`src/rtl/core/sdtw_pkg.sv`:
```
// Shared types, constants and factor table for the soft-DTW forward block.
package sdtw_pkg;

    localparam int FRAC_BITS = 16;
    localparam int VAL_W     = 48;
    localparam int COST_W    = 32;
    localparam int CNT_W     = 11;
    localparam int GAMMA_W   = 24;
    localparam int BAND_W    = 12;
    localparam int QUEUE_DEPTH = 2;

    localparam logic [VAL_W-1:0] VAL_INF = {1'b0, {(VAL_W-1){1'b1}}};
    localparam logic [VAL_W-1:0] VAL_NEG = {1'b1, {(VAL_W-1){1'b0}}};

    localparam logic [30:0] LOG2E_Q30 = 31'd1549082005;
    localparam logic [29:0] LN2_Q30   = 30'd744261118;
    localparam logic [30:0] ONE_Q30   = 31'd1073741824;

    // Register indexes on the configuration port.
    localparam logic REG_GAMMA = 1'b0;
    localparam logic REG_BAND  = 1'b1;

    typedef struct packed {
        logic signed [COST_W-1:0] cell_cost;
        logic [CNT_W-1:0]         row_count;
        logic [CNT_W-1:0]         col_count;
        logic                     first_cell;
    } t_sdtw_in;

    typedef struct packed {
        logic signed [VAL_W-1:0] acc_cost;
        logic                    unreachable;
        logic                    last_cell;
    } t_sdtw_out;

    // One classified cell as it travels from the front to the back.
    typedef struct packed {
        logic signed [COST_W-1:0] cost;
        logic [CNT_W-1:0]         col;
        logic                     row_zero;
        logic                     col_zero;
        logic                     in_band;
        logic                     last;
    } t_sdtw_desc;

    typedef struct packed {
        logic empty;
        logic full;
    } t_queue_stat;

    // 2^(-2^-(j+1)) in Q30.
    function automatic logic [29:0] pow_factor(input logic [3:0] j);
        logic [29:0] f;
        case (j)
            4'd0:    f = 30'd759250125;
            4'd1:    f = 30'd902905651;
            4'd2:    f = 30'd984625594;
            4'd3:    f = 30'd1028218693;
            4'd4:    f = 30'd1050733751;
            4'd5:    f = 30'd1062175491;
            4'd6:    f = 30'd1067932888;
            4'd7:    f = 30'd1070838486;
            4'd8:    f = 30'd1072289171;
            4'd9:    f = 30'd1073015252;
            4'd10:   f = 30'd1073378476;
            4'd11:   f = 30'd1073560135;
            default: f = 30'd0;
        endcase
        return f;
    endfunction

endpackage

```
`src/rtl/core/sdtw_fifo.sv`:
```
// Short queue of classified cells between the front and the back.
module sdtw_fifo (
    input  logic                 i_clk,
    input  logic                 i_rst_n,
    input  logic                 i_push,
    input  sdtw_pkg::t_sdtw_desc i_push_data,
    input  logic                 i_pop,
    output sdtw_pkg::t_sdtw_desc o_head,
    output sdtw_pkg::t_queue_stat o_stat
);
    import sdtw_pkg::*;

    localparam int PW = (QUEUE_DEPTH > 1) ? $clog2(QUEUE_DEPTH) : 1;

    t_sdtw_desc     r_mem [QUEUE_DEPTH];
    logic [PW-1:0]  r_wr_ptr;
    logic [PW-1:0]  r_rd_ptr;
    logic [PW:0]    r_count;

    always_ff @(posedge i_clk) begin
        if (!i_rst_n) begin
            r_wr_ptr <= '0;
            r_rd_ptr <= '0;
            r_count  <= '0;
        end else begin
            if (i_push) begin
                r_wr_ptr <= (r_wr_ptr == PW'(QUEUE_DEPTH - 1)) ? '0 : r_wr_ptr + 1'b1;
            end
            if (i_pop) begin
                r_rd_ptr <= (r_rd_ptr == PW'(QUEUE_DEPTH - 1)) ? '0 : r_rd_ptr + 1'b1;
            end
            if (i_push && !i_pop) begin
                r_count <= r_count + 1'b1;
            end else if (!i_push && i_pop) begin
                r_count <= r_count - 1'b1;
            end
        end
    end

    always_ff @(posedge i_clk) begin
        if (i_push) begin
            r_mem[r_wr_ptr] <= i_push_data;
        end
    end

    assign o_head     = r_mem[r_rd_ptr];
    assign o_stat.empty = (r_count == '0);
    assign o_stat.full  = (r_count == (PW+1)'(QUEUE_DEPTH));

endmodule

```
`config.mk`:
```
export PLATFORM = sky130hd
export DESIGN_NAME = sdtw_fifo
export DESIGN_NICKNAME = d
export VERILOG_FILES = /design/src/rtl/core/sdtw_pkg.sv /design/src/rtl/core/sdtw_fifo.sv
export SDC_FILE = /design/constraint.sdc
export NUM_CORES = 1
export LEC_CHECK = 0
export BUFFER_PORTS_ARGS = -buffer_cell sky130_fd_sc_hd__buf_4
export CAP_MARGIN = 40
export CORE_MARGIN = 1
export CORE_UTILIZATION = 55
export DETAILED_ROUTE_END_ITERATION = 10
export GPL_ROUTABILITY_DRIVEN = 0
export HOLD_SLACK_MARGIN = 0.08
export MAX_ROUTING_LAYER = met4
export PLACE_DENSITY = 0.83
export SYNTH_ARGS = -nofsm -noshare
export SYNTH_HDL_FRONTEND = slang
export SYNTH_SLANG_ARGS = --single-unit
```
`constraint.sdc`:
```
create_clock -name i_clk -period 8.9 [get_ports i_clk]
set_clock_uncertainty 0.15 [all_clocks]
set_input_delay 1.78 -clock i_clk [delete_from_list [all_inputs] [get_ports i_clk]]
set_output_delay 1.78 -clock i_clk [all_outputs]
set_load 0.005 [all_outputs]
```
==> impl_metrics.toml <==
[clocking]
cts_buffer_depth = 2
tritoncts = "yes"
path_clk_slew_ns = 0.08
htreeDepth = 3
root_buffer = "clkbuf_8"
cts_resized = 0
clock_sinks = 99
clk_latency_ns = 0.35
cts_buffers = 9
postCtsSetupBuffers = 0
postCtsHoldBufs = 0

[power]
power.density_nw_per_um2 = 199
p_sw_share_pct = 20.7
vdd_drop_max_mv = 0.174
p_leak_uw = 0.00175
p_int_uw = 734
comb_power_share_pct = 12.2
p_sw_uw = 192
clkPwrFrac_pct = 28.7
seq_power_share_pct = 59.1

[route]
vias = 1877
drtPass1Iterations = 4
wl_per_cell_um = 16.8
drt_iter0_markers = 71
via_per_inst = 5.24
drc = 0
postRouteAntennaNets = 0
drt_wl_total_um = 6030

[worst_setup_path]
endpoint_kind = "output port"
r2r_end = "r_mem[0][17]$_DFFE_PP_"
cp.required_ns = 6.97
worstSetupPathType = "flip-flop to output port"
crit_path_max_fanout = 27
worst_setup_path_start_kind = "flip-flop"
r2r_setup_slack_ns = 7.04
rr_worst_depth = 2
cp-endpoint = "o_head[45]"
arrival_ns = 1.80
reg2reg_from = "r_wr_ptr$_SDFFE_PN0P_"

[logic_synthesis]
synth-seq-cells = 99
synth_top_family_by_area = "multiplexers"
syn_area_per_cell_um2 = 21.5
synth_compound_area_share_pct = 0.553
yosys_warnings = 0
synth-adder-area-share_pct = 0.346
yosys.cell_types.count = 18
yosys.area_share.simple_pct = 1.56
synthMuxAreaShare_pct = 14.6
yosys.area_share.xor_xnor_pct = 0.726
syn-num-nets = 220
synth.yosys.seq_area_share_pct = 80.8
syn_area_um2 = 3620
synth_cells = 168

[sta]
setup_tns_ns = 0
rsz0062_at_grt = "no"
relSlewSlack_pct = 52.7
fmax_ghz = 0.268
period_needed_ns = 3.73
finalCritPeriodShare_pct = 41.9
worst_pin_slew_ns = 0.709
drv_slew = 0
hold_viol_final = 0
setup_viol_count_final = 0

[finish]
final_layout_size_suffix_gt1_share_pct = 59.4
filler_cell_count = 414
postLayoutCellArea_um2 = 4650
regArea_um2 = 2920
fin_util_pct = 73.3
insertedDiodeCount = 0
syn_to_final_growth_pct = 28.6
nets = 328
layout_commonest_cell = "buf_4"
multi_input_area_um2 = 653
final_cell_mix = "buf_4 (100), edfxtp_1 (94), mux2_2 (47)"

[grt]
grt_remaining_overflow = 0
grt_pass1_vias = 1938
antenna_found_initial = 0
grt_max_degree = 30
grt_pass1_wl_um = 9450
grt_use_total_pct = 18.9

[floorplan]
ios = 100
die_h_um = 83.1
die_w_um = 83.1
rows = 29
core_area_um2 = 6350
dieArea_um2 = 6900
start_util_pct = 57.0

[flow_run]
timing.max_cap.violations = 0

[placed_design]
postPlaceCellArea_um2 = 4470
dp_hpwl_um = 4060
port_buffers = 99

[worst_hold_path]
min_path_type = "flip-flop to flip-flop"

[status]
outcome = "finished, final reports clean"
how the worst min path moves through the flow:
stage	start	endpoint	slack, ns	cells past startpoint
detailed placement	r_count[1]$_SDFFE_PN0P_	r_count[1]$_SDFFE_PN0P_	0.41	2
global placement	r_count[1]$_SDFFE_PN0P_	r_count[1]$_SDFFE_PN0P_	0.34	2
finish	r_count[1]$_SDFFE_PN0P_	r_count[1]$_SDFFE_PN0P_	0.42	2
floorplan	r_count[1]$_SDFFE_PN0P_	r_count[1]$_SDFFE_PN0P_	0.32	2
CTS	r_count[1]$_SDFFE_PN0P_	r_count[1]$_SDFFE_PN0P_	0.43	2
global route	r_count[1]$_SDFFE_PN0P_	r_count[1]$_SDFFE_PN0P_	0.46	2
metrics by stage:
step                hold slack (ns)  total power (uW)  std cells  setup WS (ns)
finish                        0.422               926        358           5.17
global route                  0.459               961        358           5.08
CTS                           0.427               935        358           5.13
detailed placement            0.414               673        342           5.41
global placement              0.338               666        340           5.29
floorplan                     0.316               607        168           4.39
worst max-delay path, cell delays in order (launching register included):
cell     delay, ns
dfxtp_2       0.67
buf_12        0.26
mux2_2        0.36
buf_4         0.14
synth_stat cells:
cell type  instances  area share [%]
nor2b_1            2            0.35
xor2_1             2            0.48
inv_1              1            0.10
buf_4              1            0.21
a21boi_1           1            0.21
or3_1              1            0.17
buf_6              3            0.93
and2_1             4            0.69
o21ai_0            1            0.14
o21a_1             1            0.21
mux2_2            47              15
xnor2_1            1            0.24
edfxtp_1          94              78
nor2_1             1            0.10
buf_2              1            0.14
and2b_2            1            0.24
dfxtp_1            5             2.8
ha_1               1            0.35
kinds of logic (layout without fill, tap and decap cells):
group,after synthesis,after routing
buffers and inverters,6,119
and+or+nand+nor,9,9
AOI/OAI and AO/OA,3,3
DFF,99,99
muxes,47,47
adders and majority gates,1,1
xor gates and xnor gates,3,3
state kept, by name, indices dropped and copies added (netlist names), named ones only:
signal	flops
r_wr_ptr	1
r_count	2
r_rd_ptr	1
r_mem	94
final cells by class:
cell class / instances / area share [%]
repair buffers: 102 / 17.0
clock inverters: 6 / 1.21
well taps: 77 / 2.07
multi-input cells: 63 / 14.0
inverters: 1 / 0.0807
flip-flops and latches: 99 / 62.9
clock buffers: 10 / 2.74
power by group through the flow:
stage / registers, uW / clock network, uW / logic, uW
finish: 547 / 266 / 113
global route: 550 / 290 / 121
CTS: 548 / 273 / 115
detailed placement: 558 / 0 / 114
global placement: 561 / 0 / 104
floorplan: 553 / 0 / 53.7
routing by layer:
layer / GRT usage (%) / vias up / wire length, um
met4: 9.09 / 0 / 142
met5: - / - / 0
met2: 31.0 / 75 / 3060
met3: 4.97 / 12 / 391
li1: - / 871 / -
met1: 21.9 / 919 / 2440
No activity file was read; power rests on OpenSTA's default activity.
