[src/rtl/core/sdtw_pkg.sv]
// Shared types, constants and factor table for the soft-DTW forward block.
package sdtw_pkg;

    localparam int FRAC_BITS = 16;
    localparam int VAL_W     = 48;
    localparam int COST_W    = 32;
    localparam int CNT_W     = 11;
    localparam int GAMMA_W   = 24;
    localparam int BAND_W    = 12;
    localparam int QUEUE_DEPTH = 2;

    localparam logic [VAL_W-1:0] VAL_INF = {1'b0, {(VAL_W-1){1'b1}}};
    localparam logic [VAL_W-1:0] VAL_NEG = {1'b1, {(VAL_W-1){1'b0}}};

    localparam logic [30:0] LOG2E_Q30 = 31'd1549082005;
    localparam logic [29:0] LN2_Q30   = 30'd744261118;
    localparam logic [30:0] ONE_Q30   = 31'd1073741824;

    // Register indexes on the configuration port.
    localparam logic REG_GAMMA = 1'b0;
    localparam logic REG_BAND  = 1'b1;

    typedef struct packed {
        logic signed [COST_W-1:0] cell_cost;
        logic [CNT_W-1:0]         row_count;
        logic [CNT_W-1:0]         col_count;
        logic                     first_cell;
    } t_sdtw_in;

    typedef struct packed {
        logic signed [VAL_W-1:0] acc_cost;
        logic                    unreachable;
        logic                    last_cell;
    } t_sdtw_out;

    // One classified cell as it travels from the front to the back.
    typedef struct packed {
        logic signed [COST_W-1:0] cost;
        logic [CNT_W-1:0]         col;
        logic                     row_zero;
        logic                     col_zero;
        logic                     in_band;
        logic                     last;
    } t_sdtw_desc;

    typedef struct packed {
        logic empty;
        logic full;
    } t_queue_stat;

    // 2^(-2^-(j+1)) in Q30.
    function automatic logic [29:0] pow_factor(input logic [3:0] j);
        logic [29:0] f;
        case (j)
            4'd0:    f = 30'd759250125;
            4'd1:    f = 30'd902905651;
            4'd2:    f = 30'd984625594;
            4'd3:    f = 30'd1028218693;
            4'd4:    f = 30'd1050733751;
            4'd5:    f = 30'd1062175491;
            4'd6:    f = 30'd1067932888;
            4'd7:    f = 30'd1070838486;
            4'd8:    f = 30'd1072289171;
            4'd9:    f = 30'd1073015252;
            4'd10:   f = 30'd1073378476;
            4'd11:   f = 30'd1073560135;
            default: f = 30'd0;
        endcase
        return f;
    endfunction

endpackage

[src/rtl/core/sdtw_front.sv]
// Front end: takes cells, tracks grid position and band, queues descriptors.
module sdtw_front #(
    parameter int MAX_ROWS = 1024,
    parameter int MAX_COLS = 1024
) (
    input  logic                          i_clk,
    input  logic                          i_rst_n,
    input  logic                          i_in_valid,
    output logic                          o_in_stall,
    input  sdtw_pkg::t_sdtw_in            i_in_data,
    input  logic [sdtw_pkg::BAND_W-1:0]   i_band_width,
    input  logic                          i_q_full,
    output logic                          o_push,
    output sdtw_pkg::t_sdtw_desc          o_push_data
);
    import sdtw_pkg::*;

    localparam int CNT_MAX = (1 << CNT_W) - 1;
    localparam logic [CNT_W-1:0] ROW_LIM =
        (MAX_ROWS > CNT_MAX) ? CNT_W'(CNT_MAX) : CNT_W'(MAX_ROWS);
    localparam logic [CNT_W-1:0] COL_LIM =
        (MAX_COLS > CNT_MAX) ? CNT_W'(CNT_MAX) : CNT_W'(MAX_COLS);

    logic [CNT_W-1:0] r_row_pos, r_col_pos, r_rows, r_cols;
    logic [CNT_W-1:0] n_row_pos, n_col_pos, n_rows, n_cols;
    logic [CNT_W-1:0] w_rc, w_cc, w_r, w_c, w_dist;
    logic             w_start, w_accept, w_row_end, w_col_end;

    assign w_accept   = i_in_valid && !i_q_full;
    assign o_in_stall = i_q_full;
    assign w_start    = i_in_data.first_cell || (r_rows == '0);

    always_comb begin
        w_rc = i_in_data.row_count;
        if (w_rc == '0) w_rc = CNT_W'(1);
        else if (w_rc > ROW_LIM) w_rc = ROW_LIM;
        w_cc = i_in_data.col_count;
        if (w_cc == '0) w_cc = CNT_W'(1);
        else if (w_cc > COL_LIM) w_cc = COL_LIM;

        n_rows = w_start ? w_rc : r_rows;
        n_cols = w_start ? w_cc : r_cols;
        w_r    = w_start ? '0 : r_row_pos;
        w_c    = w_start ? '0 : r_col_pos;
        w_dist = (w_r >= w_c) ? (w_r - w_c) : (w_c - w_r);

        w_row_end = (w_r == n_rows - 1'b1);
        w_col_end = (w_c == n_cols - 1'b1);
        if (w_col_end) begin
            n_col_pos = '0;
            n_row_pos = w_row_end ? '0 : w_r + 1'b1;
        end else begin
            n_col_pos = w_c + 1'b1;
            n_row_pos = w_r;
        end

        o_push_data.cost     = i_in_data.cell_cost;
        o_push_data.col      = w_c;
        o_push_data.row_zero = (w_r == '0);
        o_push_data.col_zero = (w_c == '0);
        o_push_data.in_band  = i_band_width[BAND_W-1] ||
                               ({1'b0, w_dist} <= i_band_width);
        o_push_data.last     = w_row_end && w_col_end;
    end

    assign o_push = w_accept;

    always_ff @(posedge i_clk) begin
        if (!i_rst_n) begin
            r_row_pos <= '0;
            r_col_pos <= '0;
            r_rows    <= '0;
            r_cols    <= '0;
        end else if (w_accept) begin
            r_row_pos <= n_row_pos;
            r_col_pos <= n_col_pos;
            r_rows    <= n_rows;
            r_cols    <= n_cols;
        end
    end

endmodule

[config.mk]
export PLATFORM = sky130hd
export DESIGN_NAME = sdtw_front
export DESIGN_NICKNAME = d
export VERILOG_FILES = /design/src/rtl/core/sdtw_pkg.sv /design/src/rtl/core/sdtw_front.sv
export SDC_FILE = /design/constraint.sdc
export NUM_CORES = 1
export LEC_CHECK = 0
export BUFFER_PORTS_ARGS = -buffer_cell sky130_fd_sc_hd__buf_2
export CELL_PAD_IN_SITES_DETAIL_PLACEMENT = 2
export CELL_PAD_IN_SITES_GLOBAL_PLACEMENT = 2
export CORE_ASPECT_RATIO = 1.75
export CORE_MARGIN = 8
export CORE_UTILIZATION = 28
export DETAILED_ROUTE_END_ITERATION = 6
export GPL_TIMING_DRIVEN = 0
export PLACE_DENSITY_LB_ADDON = 0.25
export REMOVE_ABC_BUFFERS = 1
export SYNTH_ARGS = -nofsm -noshare
export SYNTH_HDL_FRONTEND = slang
export SYNTH_SLANG_ARGS = --single-unit
export TNS_END_PERCENT = 20
[constraint.sdc]
create_clock -name i_clk -period 11.2 [get_ports i_clk]
set_input_delay 2.24 -clock i_clk [delete_from_list [all_inputs] [get_ports i_clk]]
set_output_delay 2.24 -clock i_clk [all_outputs]
set_load 0.01 [all_outputs]
==> metrics.md, run 1 <==
| Metric | Value |
|---|---|
| Drt drc | 0 |
| Slew @ Worst Pin | 1.27 ns |
| Cts repair resizes | 0 |
| Worst vdd ir | 47.4 uV |
| First-pass GRT wire length | 36.2 mm |
| Share of layout cells above drive strength 1 | 12.4% |
| Critical Path AT | 8.33 ns |
| Pwr/cell area | 85.2 nW/um^2 |
| Initial antenna violation count | 0 |
| Netlist Area Pre-Place | 5430 sq um |
| Setup crit start kind | primary input |
| WP data required | 8.96 ns |
| DR WL met2 | 12.7 mm |
| Antenna-violating nets left | 0 |
| Multi-input logic area | 3960 sq um |
| Clk_skew | 0.00895 ns |
| Dpl cell area | 5710 sq um |
| Yosys reg bits | 44 |
| Commonest cells in the netlist | 76 x nand2_1, 59 x a21oi_1, 59 x nor2_1, 46 x inv_1, 44 x dfxtp_1 |
| Largest net degree at the start of global routing | 37 |
| Worst path max stage delay | 0.73 ns |
| Via density | 5.80 |
| Syn avg cell area | 7.17 sq um |
| Final #Nets | 855 |
| RSZ-0062 raised after global routing | no |
| Synth-to-layout area growth | 7.58% |
| Crit-path cells | buf_2, a31oi_4, buf_16, nand2_1, inv_1, ha_1, nand2b_1, o2111ai_1, a311oi_1, o31ai_1, o21bai_2, mux2i_1, o311ai_1, a311oi_1, xnor2_1, ha_1, a21o_1, a21oi_1, o21ai_0, a21o_1, a21o_1, a21oi_1, or3_1, buf_2 |
| Largest family of logic cells by synthesized area | simple AND/OR/NAND/NOR gates |
| Core outline area | 19100 sq um |
| Most frequent cell on the critical path | a21o_1 |
| Outcome | complete, no violations |
| H-tree depth | 2 |
| Slew Limit Fails | 0 |
| Total area of sequential cells | 881 sq um |
| Number of synthesized flops with an enable pin | 0 |
| Sequential-to-total area share from yosys stat | 16.2% |
| Detailed Place HPWL | 18.8 mm |
| Post-synthesis mux area share | 5.09% |
| Filler instances | 2308 |
| Crit Path Max Fanout | 32 |
| Met3 routed WL | 853 um |
| WS Path Type | primary input to output port |
| Gpl congestion | 0.838 |
| Vias in the first global route | 6433 |
| Inserted Diodes | 0 |
| Input/output buffers | 55 |
| DR WL/cell | 23.4 um |
| Final core occ | 30.6% |
| Fmax | 94.6 MHz |
| Post-synthesis cell type count | 81 |
| Post-synth top area cell | dfxtp_1 |
| Postcts setup bufs | 0 |
| TritonCTS Buffers | 5 |
| Die Y | 200 um |
| Global route total overflow | 0 |
| Design area | 5840 sq um |
| Min Tclk post-route | 10.57 ns |
| Vias | 5745 |
| Period utilization | 94.4% |
| Synthesis Warnings | 0 |
| XOR/XNOR share of the synthesized area | 6.13% |
| Die X | 121 um |
| Hold WC Path Type | register to register |
| Compound-Gate Fraction of Synth Area | 24.2% |
| Clk slew on worst S/H paths | 0.07 ns |
| Post-synth top area share | 16.2% |
| TritonCTS clock tree | done |
| Post-synthesis simple-gate area fraction | 28.9% |
| Max-slew headroom | 14.6% |
| Final TNS setup | 0 ns |
| Main synth FF type | dfxtp_1 |
| Adder-cell share of the synthesized area | 8.25% |
| Synth area leaders | dfxtp_1 16%, ha_1 8.1%, a21oi_1 5.4% |
| Gr usage total | 18.8% |
| Hold_buf cts | 0 |
| Endpoints failing setup | 0 |
| M1 wire length | 8.82 mm |
| First DRT Iteration DRCs | 167 |
| Max-Cap Viols | 0 |
| Asr flop ratio synth | 0% |
| Hold Vio Cnt, Final | 0 |
| I/O Pins | 120 |
| Post-Route WL | 23.2 mm |
| Worst skew pair latency | 0.29 ns |
| Power, Total | 0.498 mW |
| Final worst slack | 0.630 ns |
| CTS Sinks | 44 |
| Critical Path End Type | output port |
| Die area | 24300 sq um |
| Clk root buf | clkbuf_16 |
| Slowest cell on crit path | a311oi_1 |
| Cell Rows | 67 |
| CTS max path bufs | 2 |
| Synth Instances | 757 |
| TritonRoute pass-1 iters | 4 |
| Leak | 2.42 nW |
| Pre-CTS setup slack | 0.546 ns |
| DR top layer | met4 |
| Count leader, synth | nand2_1 |
| Initial cell density of the core | 28.4% |
worst paths after layout:
kind / start / slack (ns) / end / cells after the start
worst min-delay path: r_cols[10] / 0.47 / r_cols[10] / 2
worst max register to register: r_rows[7] / 5.60 / r_row_pos[0] / 12
worst min register to register: r_cols[10] / 0.47 / r_cols[10] / 2
worst max-delay path: i_in_data[0] / 0.63 / o_push_data[1] / 24
placed cells by master (no fill, tap or decap), types with 13 or more instances in the layout:
cell | netlist | final
xnor2_1 | 16 | 16
nor2_1 | 59 | 59
mux2i_1 | 18 | 18
nand4_1 | 18 | 18
xor2_1 | 22 | 22
and2_1 | 17 | 17
nand2_1 | 76 | 76
nor3_1 | 23 | 23
nor4_1 | 13 | 13
buf_2 | 6 | 55
ha_1 | 35 | 35
a21oi_1 | 59 | 59
nand3_1 | 23 | 23
inv_1 | 46 | 46
and3_1 | 15 | 15
dfxtp_1 | 44 | 44
nor2b_1 | 15 | 15
o21ai_0 | 26 | 26
report_power, final:
group | switching [mW] | internal, mW
Sequential | 0.00521 | 0.160
Combinational | 0.110 | 0.0738
Clock | 0.0668 | 0.0815
Total | 0.182 | 0.315
critical path: cells and delay by family:
family / cells / cell delay (ns)
buffers and inverters: 4 / 0.84
AO/OA/AOI/OAI: 13 / 3.70
multiplexers: 1 / 0.27
AND/OR/NAND/NOR: 3 / 0.43
XOR/XNOR: 1 / 0.20
adder cells (fa/ha/maj): 2 / 0.61
metal layers:
metal / vias to the layer above / track usage (%)
met1: 2897 / 19.3
met3: 45 / 3.44
li1: 2685 / -
met4: 0 / 8.20
met2: 118 / 35.6
met5: - / 1.08
through the flow:
step	hold slack (ns)	cells
3_3_place_gp	0.462	979
5_1_grt	0.503	990
6_report	0.475	990
3_5_place_dp	0.464	983
2_1_floorplan	0.449	683
4_1_cts	0.475	990
registers in the layout (all words and copies together), names as in the netlist:
register,cells
r_rows,11
r_cols,11
r_row_pos,11
r_col_pos,11
cell type report:
type | count | area share [%]
Timing Repair Buffer | 59 | 6.60
Sequential cell | 44 | 15.1
Tap cell | 241 | 5.16
Multi-Input combinational cell | 592 | 67.9
Clock inverter | 1 | 0.0857
Clock buffer | 6 | 2.21
Inverter | 47 | 3.02
cell families after synthesis:
kind of cell,after synthesis
adders and majority gates,36
AOI/OAI and AO/OA,191
and+or+nand+nor,301
buffers and inverters,121
xor gates and xnor gates,38
DFF,44
muxes,26
Power figures use the tool's default switching activity.
==> inputs of run 2 (changes only) <==
Settings changed: CORE_MARGIN 8 to 2.
==> run 2 against run 1 <==
Net effect:
- combinational power hardly changed
- total power grew 7.5%
- final area increased by 0.88%
- core utilization grew 0.27 points
- sequential share of layout area shrank 0.13 points
- hold slack better by 0.018 ns
- critical path type unchanged
- largest power group is now clock
==> metrics.md, run 2 (same netlist as run 1, synthesis figures left out) <==
| Metric | Value |
|---|---|
| Outcome | complete, no violations |
| Cts repair resizes | 0 |
| Final #Nets | 856 |
| Max-slew headroom | 12.0% |
| Hold_buf cts | 0 |
| Vias in the first global route | 6294 |
| Slew @ Worst Pin | 1.32 ns |
| TritonCTS clock tree | done |
| Max-Cap Viols | 0 |
| Pint | 0.350 mW |
| Die Y | 188 um |
| TritonCTS Buffers | 5 |
| Post-Route WL | 22.9 mm |
| Leak | 2.45 nW |
| P_sw | 0.185 mW |
| Share of layout cells above drive strength 1 | 12.8% |
| CTS max path bufs | 2 |
| Global route total overflow | 0 |
| Critical Path End Type | output port |
| Fmax | 94.3 MHz |
| Hold WC Path Type | register to register |
| Detailed Place HPWL | 18.3 mm |
| Input/output buffers | 55 |
| Die area | 20600 sq um |
| First DRT Iteration DRCs | 208 |
| Via density | 5.77 |
| Setup crit start kind | primary input |
| Largest net degree at the start of global routing | 37 |
| Combinational power share | 34.1% |
| Gr usage total | 22.3% |
| Critical Path AT | 8.36 ns |
| Slew Limit Fails | 0 |
| Pwr/cell area | 90.9 nW/um^2 |
| Clk root buf | clkbuf_16 |
| Hold Vio Cnt, Final | 0 |
| Min Tclk post-route | 10.60 ns |
| Commonest non-fill, non-tap cells in the layout | 76 x nand2_1, 59 x nor2_1, 59 x a21oi_1, 55 x buf_2, 46 x inv_1 |
| Clk slew on worst S/H paths | 0.06 ns |
| Postcts setup bufs | 0 |
| Core outline area | 19100 sq um |
| Sw Share | 34.6% |
| I/O Pins | 120 |
| DR WL/cell | 23.0 um |
| Cell Rows | 67 |
| Period utilization | 94.7% |
| Crit Path Max Fanout | 28 |
| Vias | 5725 |
| Power, Total | 0.535 mW |
| RSZ-0062 raised after global routing | no |
| First-pass GRT wire length | 35.6 mm |
| CTS Sinks | 44 |
| WP data required | 8.96 ns |
| Worst vdd ir | 58.6 uV |
| Layout Cells excl Fill | 992 |
| H-tree depth | 2 |
| Initial cell density of the core | 28.4% |
| Endpoints failing setup | 0 |
| Worst skew pair latency | 0.29 ns |
| Initial antenna violation count | 0 |
| Clk pwr share | 35.0% |
| TritonRoute pass-1 iters | 4 |
| Synth-to-layout area growth | 8.53% |
| Sequential Power Share | 30.9% |
| Clk_skew | 0.00765 ns |
| Antenna-violating nets left | 0 |
| Die X | 109 um |
| Placed cells | 983 |
| Inserted Diodes | 0 |
| Gpl congestion | 0.841 |
| Final TNS setup | 0 ns |
| Drt drc | 0 |
| Commonest non-fill, non-tap cell in the layout | nand2_1 |
| Filler instances | 2336 |
| WS Path Type | primary input to output port |
run 2: changes by cell type in the layout (fill, tap and decap cells not counted):
cell	previous run	this run
buf_16	4	3
buf_8	0	2
bufinv_16	0	1
clkbuf_1	1	0
clkbuf_8	0	2
clkinv_2	1	0
run 2: through the flow:
stage	utilization (%)	setup WS, ns	hold slack [ns]	instance area [sq um]
after global placement	29.2	-3.61	0.464	5570
final	30.8	0.597	0.493	5890
after CTS	30.7	0.537	0.490	5870
after floorplan	-	-0.0804	0.449	5000
after detailed placement	29.7	0.569	0.480	5680
after global routing	30.8	0.212	0.513	5890
run 2: critical path, stage by stage:
cell,delay [ns]
buf_2,0.21
a31oi_4,0.14
buf_16,0.29
nand2_1,0.23
inv_1,0.22
ha_1,0.33
nand2_1,0.11
o2111ai_1,0.13
a311oi_1,0.68
o31ai_1,0.16
o21bai_2,0.74
mux2i_1,0.29
o311ai_1,0.23
a311oi_1,0.65
xnor2_1,0.20
ha_1,0.28
a21o_1,0.20
a21oi_1,0.18
o21ai_0,0.12
a21o_1,0.19
a21o_1,0.17
a21oi_1,0.13
or3_1,0.11
buf_2,0.12
run 2: per-layer routing:
layer	vias up	GRT usage (%)	wire [um]
li1	2686	-	-
met1	2870	23.2	8680
met2	136	42.9	12500
met3	33	4.22	891
met4	0	7.84	776
met5	-	2.81	0
run 2: area by class of cell:
class | instances | area [sq um] | area share (%)
repair buffers | 60 | 388 | 6.58
clock inverters | 1 | 30.0 | 0.510
multi-input cells | 592 | 3960 | 67.3
inverters | 47 | 176 | 2.99
well taps | 241 | 302 | 5.12
flip-flops and latches | 44 | 881 | 14.9
clock buffers | 7 | 153 | 2.59
run 2: worst paths after layout:
check	slack (ns)	to	cells after the start	startpoint
min reg2reg	0.49	r_cols[4]	2	r_cols[4]
min	0.49	r_cols[4]	2	r_cols[4]
max	0.60	o_push_data[1]	24	i_in_data[0]
max reg2reg	5.59	r_row_pos[0]	12	r_rows[7]
run 2: power groups by stage:
stage	clock (mW)	combinational [mW]	sequential, mW
after floorplan	0	0.117	0.167
after global placement	0	0.167	0.169
after detailed placement	0	0.181	0.169
after CTS	0.193	0.183	0.165
after global routing	0.199	0.200	0.166
final	0.187	0.183	0.165
